## src/hdl/bsm_pkg.sv

```systemverilog
// ----------------------------------------------------------------------------
// bsm_pkg: shared types and constants of the bounding sphere merge unit
// widths of the fixed-point formats, command and status words between the
// controller and the datapath
// ----------------------------------------------------------------------------
`default_nettype none

package bsm_pkg;

  // word formats
  localparam int unsigned CW    = 32;   // coordinate, signed q16.16
  localparam int unsigned RW    = 31;   // radius, unsigned q15.16
  localparam int unsigned PW    = 35;   // pole coordinate, signed
  localparam int unsigned DW    = 36;   // difference of two poles, signed
  localparam int unsigned MW    = 36;   // multiplier operand
  localparam int unsigned PRW   = 72;   // product and sum of squares
  localparam int unsigned RTW   = 36;   // square root
  localparam int unsigned QW    = 32;   // quotient of the offset division
  localparam int unsigned NUMW  = 64;   // dividend of the offset division
  localparam int unsigned RSQW  = 62;   // squared radius
  localparam int unsigned IDW   = 232;  // input word width
  localparam int unsigned ODW   = 136;  // output word width

  // item kinds
  localparam logic [1:0] MODE_SET   = 2'd0;
  localparam logic [1:0] MODE_MERGE = 2'd1;
  localparam logic [1:0] MODE_TEST  = 2'd2;
  localparam logic [1:0] MODE_NONE  = 2'd3;

  // axis codes
  localparam logic [1:0] AXIS_X = 2'd0;
  localparam logic [1:0] AXIS_Y = 2'd1;
  localparam logic [1:0] AXIS_Z = 2'd2;

  typedef logic [2:0][CW-1:0] vec3_t;

  typedef enum logic [4:0] {
    OP_NONE,
    OP_SET_POLES,
    OP_DIFF_PT,
    OP_DIFF_POLE,
    OP_MUL_DSQ,
    OP_ACC,
    OP_MUL_RDIFF,
    OP_TAKE_IN,
    OP_SQRT,
    OP_DIST,
    OP_RADIUS,
    OP_MUL_RSQ,
    OP_SET_RSQ,
    OP_MUL_ALB,
    OP_MUL_ALI,
    OP_DIV,
    OP_P1,
    OP_P2,
    OP_TEST,
    OP_CLR_INSIDE,
    OP_EMIT
  } op_t;

  typedef struct packed {
    op_t        op;
    logic [1:0] idx;
  } cmd_t;

  typedef struct packed {
    logic [1:0] mode;
    logic       sqrt_done;
    logic       div_done;
    logic       cont_held;
    logic       cont_in;
    logic       acc_zero;
    logic       out_busy;
  } stat_t;

endpackage

`default_nettype wire

```

## src/hdl/bsm_ctrl.sv

```systemverilog
// ----------------------------------------------------------------------------
// bsm_ctrl: sequencer of the bounding sphere merge unit
// steps the datapath through set, merge and test with registered commands
// ----------------------------------------------------------------------------
`default_nettype none

module bsm_ctrl import bsm_pkg::*; (
  input  wire logic  clk,
  input  wire logic  rst,
  input  wire logic  in_fire,
  input  wire stat_t stat,
  output cmd_t       cmd,
  output logic       idle
);

  typedef enum logic [4:0] {
    S_IDLE, S_DISPATCH, S_PDIFF, S_SQ_MUL, S_SQ_ACC, S_SQ_END,
    S_SQRT_GAP, S_SQRT_WAIT, S_RSQ, S_RSQ_SET, S_CONT_GAP, S_CONT,
    S_AL_MUL, S_AL_DIV, S_AL_GAP, S_AL_WAIT, S_FINISH, S_OUT
  } state_t;

  typedef enum logic [1:0] {R_POLES, R_MERGE, R_TEST} ret_t;

  state_t     state;
  ret_t       ret;
  logic [1:0] idx;
  logic       sub;

  assign idle = (state == S_IDLE);

  always_ff @(posedge clk) begin
    if (rst) begin
      state   <= S_IDLE;
      ret     <= R_POLES;
      idx     <= '0;
      sub     <= 1'b0;
      cmd.op  <= OP_NONE;
      cmd.idx <= '0;
    end else begin
      cmd.op  <= OP_NONE;
      cmd.idx <= idx;
      unique case (state)
        S_IDLE: if (in_fire) state <= S_DISPATCH;
        S_DISPATCH: begin
          case (stat.mode)
            MODE_SET: begin
              cmd.op <= OP_SET_POLES;
              state  <= S_PDIFF;
            end
            MODE_MERGE: begin
              cmd.op <= OP_DIFF_PT;
              ret    <= R_MERGE;
              idx    <= '0;
              state  <= S_SQ_MUL;
            end
            MODE_TEST: begin
              cmd.op <= OP_DIFF_PT;
              ret    <= R_TEST;
              idx    <= '0;
              state  <= S_SQ_MUL;
            end
            default: begin
              cmd.op <= OP_CLR_INSIDE;
              state  <= S_FINISH;
            end
          endcase
        end
        S_PDIFF: begin
          cmd.op <= OP_DIFF_POLE;
          ret    <= R_POLES;
          idx    <= '0;
          state  <= S_SQ_MUL;
        end
        S_SQ_MUL: begin
          cmd.op <= OP_MUL_DSQ;
          state  <= S_SQ_ACC;
        end
        S_SQ_ACC: begin
          cmd.op <= OP_ACC;
          if (idx == 2'd2) begin
            state <= S_SQ_END;
          end else begin
            idx   <= idx + 1'b1;
            state <= S_SQ_MUL;
          end
        end
        S_SQ_END: begin
          unique case (ret)
            R_TEST: begin
              cmd.op <= OP_TEST;
              state  <= S_FINISH;
            end
            R_MERGE: begin
              cmd.op <= OP_MUL_RDIFF;
              state  <= S_CONT_GAP;
            end
            default: begin
              cmd.op <= OP_SQRT;
              state  <= S_SQRT_GAP;
            end
          endcase
        end
        S_SQRT_GAP: state <= S_SQRT_WAIT;
        S_SQRT_WAIT: begin
          if (stat.sqrt_done) begin
            if (ret == R_MERGE) begin
              cmd.op <= OP_DIST;
              idx    <= '0;
              sub    <= 1'b0;
              state  <= S_AL_MUL;
            end else begin
              cmd.op <= OP_RADIUS;
              state  <= S_RSQ;
            end
          end
        end
        S_RSQ: begin
          cmd.op <= OP_MUL_RSQ;
          state  <= S_RSQ_SET;
        end
        S_RSQ_SET: begin
          cmd.op <= OP_SET_RSQ;
          state  <= S_FINISH;
        end
        S_CONT_GAP: state <= S_CONT;
        S_CONT: begin
          if (stat.cont_held) begin
            state <= S_FINISH;
          end else if (stat.cont_in) begin
            cmd.op <= OP_TAKE_IN;
            state  <= S_RSQ;
          end else if (stat.acc_zero) begin
            state <= S_FINISH;
          end else begin
            cmd.op <= OP_SQRT;
            state  <= S_SQRT_GAP;
          end
        end
        S_AL_MUL: begin
          cmd.op <= sub ? OP_MUL_ALI : OP_MUL_ALB;
          state  <= S_AL_DIV;
        end
        S_AL_DIV: begin
          cmd.op <= OP_DIV;
          state  <= S_AL_GAP;
        end
        S_AL_GAP: state <= S_AL_WAIT;
        S_AL_WAIT: begin
          if (stat.div_done) begin
            cmd.op <= sub ? OP_P2 : OP_P1;
            if (!sub) begin
              sub   <= 1'b1;
              state <= S_AL_MUL;
            end else begin
              sub <= 1'b0;
              if (idx == 2'd2) begin
                state <= S_PDIFF;
              end else begin
                idx   <= idx + 1'b1;
                state <= S_AL_MUL;
              end
            end
          end
        end
        S_FINISH: state <= S_OUT;
        S_OUT: begin
          if (!stat.out_busy) begin
            cmd.op <= OP_EMIT;
            state  <= S_IDLE;
          end
        end
        default: state <= S_IDLE;
      endcase
    end
  end

endmodule

`default_nettype wire

```

## config.mk

```make
export PLATFORM = sky130hd
export DESIGN_NAME = bsm_ctrl
export DESIGN_NICKNAME = d
export VERILOG_FILES = /design/src/hdl/bsm_pkg.sv /design/src/hdl/bsm_ctrl.sv
export SDC_FILE = /design/constraint.sdc
export NUM_CORES = 1
export LEC_CHECK = 0
export ABC_AREA = 1
export ABC_CLOCK_PERIOD_IN_PS = 1800
export BUFFER_PORTS_ARGS = -buffer_cell sky130_fd_sc_hd__buf_2
export CORE_MARGIN = 2
export CORE_UTILIZATION = 56
export DETAILED_ROUTE_END_ITERATION = 16
export MAX_ROUTING_LAYER = met4
export PLACE_DENSITY = 0.74
export SLEW_MARGIN = 15
export SYNTH_ARGS = -nofsm -noshare
export SYNTH_HDL_FRONTEND = slang
export SYNTH_SLANG_ARGS = --single-unit
```

## constraint.sdc

```tcl
create_clock -name clk -period 1.8 [get_ports clk]
set_input_delay 0.18 -clock clk [delete_from_list [all_inputs] [get_ports clk]]
set_output_delay 0.18 -clock clk [all_outputs]
set_load 0.01 [all_outputs]
```

* After elaboration in Yosys (flattened, before gate mapping)
Cells that the tools add are included.
Cells by class: muxes and demuxes 40, add/subtract/negate cells 1, equality and inequality tests 30, reductions and logical operators 10
Operators by type and width (number):
- case mux 5 bit (18 select lines) | 1
- case mux 5 bit (13 select lines) | 1
- two-way mux 5 bit | 9
- == test 5 x 4 -> 1 bit, second input constant | 8
- case mux 5 bit (2 select lines) | 4
- two-way mux 4 bit | 6
- == test 5 x 3 -> 1 bit, second input constant | 4
- two-way mux 2 bit | 8
- inequality test 2 bit, second input constant | 7
- == test 5 x 2 -> 1 bit, second input constant | 2
- == test 5 bit, second input constant | 2
- case mux 2 bit (5 select lines) | 1
- case mux 2 bit (2 select lines) | 2
- AND reduction 4 bit | 2
- == test 2 bit, second input constant | 3
- two-way mux 3 bit | 2
- AND reduction 6 bit | 1
- == test 5 x 1 -> 1 bit, second input constant | 1
- logical NOT 5 bit | 1
- two-way mux 1 bit | 5
- nonzero test 5 bit | 1
- == test 2 x 1 -> 1 bit, second input constant | 2
- nonzero test 2 bit | 2
- inequality test 3 bit, second input constant | 1
- 5 further kinds | 5
Word-level totals: register bits after elaboration 17, input port bits 11, output and inout bits 8, word-level logic and storage cells 87

* Logic depth before layout (Yosys ltp)
depth after elaboration 5, mapped depth 10, mapped depth without buffers 10

* Least setup slack after synthesis
OpenSTA, ideal clock, no wires.
kind reg-to-reg, start register state[4], end register idx[1], data required time 1.685 ns, slack 0.460 ns, library setup time 0.115 ns, cell stages (with the launch flop) 9, clock period less this slack 1.340 ns, arrival time 1.225 ns, buffers on the path 0, cell sequence dfxtp_1 > inv_2 > nand2_1 > nor2_2 > nand2_2 > o21ai_2 > nor2_1 > a21oi_1 > nor2_1
On the way: cells in the longest elaborated chain, start to end 3, elaborated cells between the ends (all ways) 13, those cells by class 10 x eq/ne; 1 x mux; 2 x reduce/logical
RTL lines:
- start, declared | RTL line bsm_ctrl.sv:24 | state_t state;
- start signal, assigned | RTL line bsm_ctrl.sv:33 | state <= S_IDLE;
- start signal, assigned | RTL line bsm_ctrl.sv:43 | S_IDLE: if (in_fire) state <= S_DISPATCH;
- start signal, assigned | RTL line bsm_ctrl.sv:48 | state <= S_PDIFF;
- == test 5 x 4 -> 1 bit, or another cell as far along | RTL line bsm_ctrl.sv:42 | unique case (state)
- nonzero test 5 bit (no source line) / inequality test 2 bit (equally long branches)
- AND reduction 6 bit (no source line)
- end signal, assigned | RTL line bsm_ctrl.sv:83 | idx <= idx + 1'b1;
- end signal, assigned | RTL line bsm_ctrl.sv:159 | idx <= idx + 1'b1;
- end, declared | RTL line bsm_ctrl.sv:26 | logic [1:0] idx;
Parallel ways exist; a longest one is shown, timed or not. A chain may end at the register's enable or synchronous reset.

* Worst setup path in the final report
start register state[1], end register state[2]
On the way: cells in the longest elaborated chain, start to end 3, elaborated cells between the ends (all ways) 24, those cells by class 21 x eq/ne; 1 x mux; 2 x reduce/logical
RTL lines (RTL line):
- == test 5 x 3 -> 1 bit, or another cell as far along | bsm_ctrl.sv:42
- inequality test 2 bit (no source line)
- AND reduction 4 bit (no source line)
Parallel ways exist; a longest one is shown, timed or not.

==> results.py <==
metrics = {
    "run_status": {
        "outcome": "finished clean",
    },
    "grt": {
        "grt_max_degree": 11,
        "grt_pass1_wl_mm": 5.77,
        "antenna_found_initial": 0,
        "grt_pass1_vias": 1294,
        "grt.total_usage": 0.300,
        "grt_overflow_total": 0,
    },
    "setup_path": {
        "arrival_ns": 1.88,
        "cp-end-kind": "flip-flop",
        "critPathTopFamily": "simple AND/OR/NAND/NOR gates",
        "slowest_delay_ns": 0.38,
        "startpoint_type": "flip-flop",
        "cp_max_fo": 6,
        "path_buf_inv": 0,
        "cp_slowest_cell": "nor2_1",
        "cp_cell_sequence": "nor2_1, nand3_1, nand3_1, nor2_1, nand2_1, nand2_1, a21oi_1",
        "crit_required_ns": 2.02,
        "critPathKind": "flip-flop to flip-flop",
        "rrSetupSlack_ns": 0.14,
    },
    "routing": {
        "vias_per_cell": 5.72,
        "drtIter0Drc": 126,
        "vias": 1551,
        "routed_wl_mm": 3.75,
        "wl_per_cell_um": 13.8,
        "drc": 0,
        "drt.antenna.violating_nets": 0,
        "dr.pass1.iters": 5,
    },
    "die": {
        "num_rows": 17,
        "ioPinCount": 19,
        "start_util": 0.597,
        "die_h_um": 52.8,
        "dieArea_sq_um": 2790,
        "core_area_sq_um": 2230,
        "chipWidth_um": 52.8,
    },
    "timing": {
        "period_share": 0.925,
        "fmax_ghz": 0.601,
        "finalClockSkew_ns": 0.00287,
        "relSlewSlack": 0.695,
        "setup_viol": 0,
        "worstMarginPinSlew_ns": 0.456,
        "period_minus_slack_ns": 1.66,
        "grt_setup_unrepaired": "false",
        "tns_ns": 0,
        "slew_viol_final": 0,
        "timing_hold_violations_final": 0,
    },
    "clock_network": {
        "cts_tree": "built",
        "cts_buffers": 3,
        "cts_buffer_depth": 2,
        "cts.sinks": 17,
        "path_clk_slew_ns": 0.11,
        "clock_tree.htree_level_count": 1,
        "clockRootBuffer": "clkbuf_4",
        "clk-insertion-delay-late_ns": 0.29,
    },
    "placement": {
        "place.gp.congestion": 1.13,
        "dp_hpwl_mm": 2.99,
        "placed_cell_area_sq_um": 1470,
        "port_buffers": 18,
    },
    "pwr": {
        "power.leakage_nw": 0.840,
        "vdd_drop_max_mv": 0.631,
        "power_w": 0.00160,
        "power_density_nw_per_um2": 1060,
    },
    "synth": {
        "syn_avg_cell_area_sq_um": 6.08,
        "synth_warnings": 0,
        "syn-num-nets": 238,
        "syn_area_sq_um": 1330,
        "yosysSeqAreaShare": 0.255,
        "synth_cell_type_count": 24,
        "syn_inst": 219,
        "ys_ff_latch": 17,
    },
    "final_layout": {
        "drive_above_1_share": 0.169,
        "final_nets": 263,
        "insertedDiodeCount": 0,
        "area_growth_pct": 13.1,
        "nFillCells": 220,
        "final_area_sq_um": 1510,
    },
    "hold_path": {
        "hold_class": "input port to flip-flop",
    },
    "job": {
        "cap_violations": 0,
    },
}
==> through the flow <==
stage / hold WS, ns / utilization / worst slack [ns] / std cells
final: 0.184 / 0.675 / 0.136 / 271
after global routing: 0.175 / 0.675 / 0.0304 / 271
after CTS: 0.179 / 0.670 / 0.154 / 271
after detailed placement: 0.440 / 0.658 / 0.173 / 267
after global placement: 0.433 / 0.658 / 0.162 / 267
after floorplan: 0.398 / - / 0.460 / 219
==> layout make-up <==
cell class,count,area (sq um),share of cell area
inverter,36,135,0.0896
multi-input combinational,164,848,0.563
clock buffer,3,22.5,0.0149
timing repair buffer,22,120,0.0797
tap,28,35.0,0.0232
clock inverter,1,5.00,0.00332
sequential,17,342,0.227
==> metal layers <==
layer | global-route usage | wire length [um] | part of all wire | up-vias
li1 | - | - | - | 751
met1 | 0.367 | 1520 | 0.40 | 686
met2 | 0.504 | 1790 | 0.48 | 93
met3 | 0.0400 | 332 | 0.089 | 21
met4 | 0.107 | 111 | 0.030 | 0
met5 | - | 0 | 0 | -
==> synth_stat cells <==
cell type  count  share of area
a21oi_1       10          0.038
o31ai_1        3          0.017
inv_1         34          0.096
nor2_1        34          0.096
clkinv_1       1         0.0028
o21ai_2        1         0.0066
nor2_2         5          0.023
o22ai_1        1         0.0047
buf_4          1         0.0056
inv_2          1         0.0028
nand2_2        1         0.0047
buf_6          1         0.0085
nand3_2        3          0.023
nand2_1       53           0.15
o21ai_1        2         0.0075
nor3_1         2         0.0075
nand3b_1       3          0.017
or3_1          1         0.0047
nand3_1       22          0.083
nor2_4         2          0.017
o21ai_0        5          0.019
nand4_1        8          0.038
dfxtp_1       17           0.26
ha_1           8          0.075
==> cells by family (layout without fill, tap and decap cells) <==
| logic type | count (synthesis) | in the layout | synth area share |
|---|---|---|---|
| flops | 17 | 17 | 0.255 |
| fa+ha+maj | 8 | 8 | 0.0751 |
| simple gates | 134 | 134 | 0.462 |
| compound gates | 22 | 22 | 0.0920 |
| buf+inv | 38 | 62 | 0.115 |
==> path summary, 6_finish.rpt <==
kind	startpoint	to	depth (start not counted)
max	state[1]$_SDFFE_PP0P_	state[2]$_SDFFE_PP0P_	7
min	rst	ret[0]$_SDFFE_PP0P_	2
max reg2reg	state[1]$_SDFFE_PP0P_	state[2]$_SDFFE_PP0P_	7
min reg2reg	idx[1]$_SDFFE_PP0P_	cmd[1]$_SDFF_PP0_	2
==> cells in the final DEF, fill, tap and decap left out <==
cell      instances
nor3_1            2
a21oi_1          10
o22ai_1           1
o21ai_4           1
nand4_1           8
clkbuf_4          3
or3_1             1
ha_1              8
buf_2            18
nor2_2            6
nand3_2           3
nand3_1          22
nand2_2           1
clkinv_2          1
dfxtp_1          16
clkinv_1          1
o21ai_1           2
o21ai_0           5
nand2_1          53
inv_2             1
dfxtp_2           1
inv_1            34
buf_4             4
nand3b_1          3
nor2_4            2
o31ai_1           3
nor2_1           33
==> sequential cells by signal, indices dropped and copies added, names as in the netlist <==
name   cells
idx        2
cmd        7
state      5
ret        2
sub        1
==> timing repair <==
item                       in CTS  in global routing
setup endpoints to repair       0                  4
hold buffers                    0                  0
setup buffers                   0                  0
resized for setup               0                  3
==> power by group <==
part	switching [W]	total (W)	internal [W]
Sequential	0.0000617	0.000518	0.000457
Clock	0.000131	0.000214	0.0000826
Combinational	0.000571	0.000870	0.000299
Total	0.000764	0.00160	0.000838
Note: power is estimated with default switching activity, not from simulation.
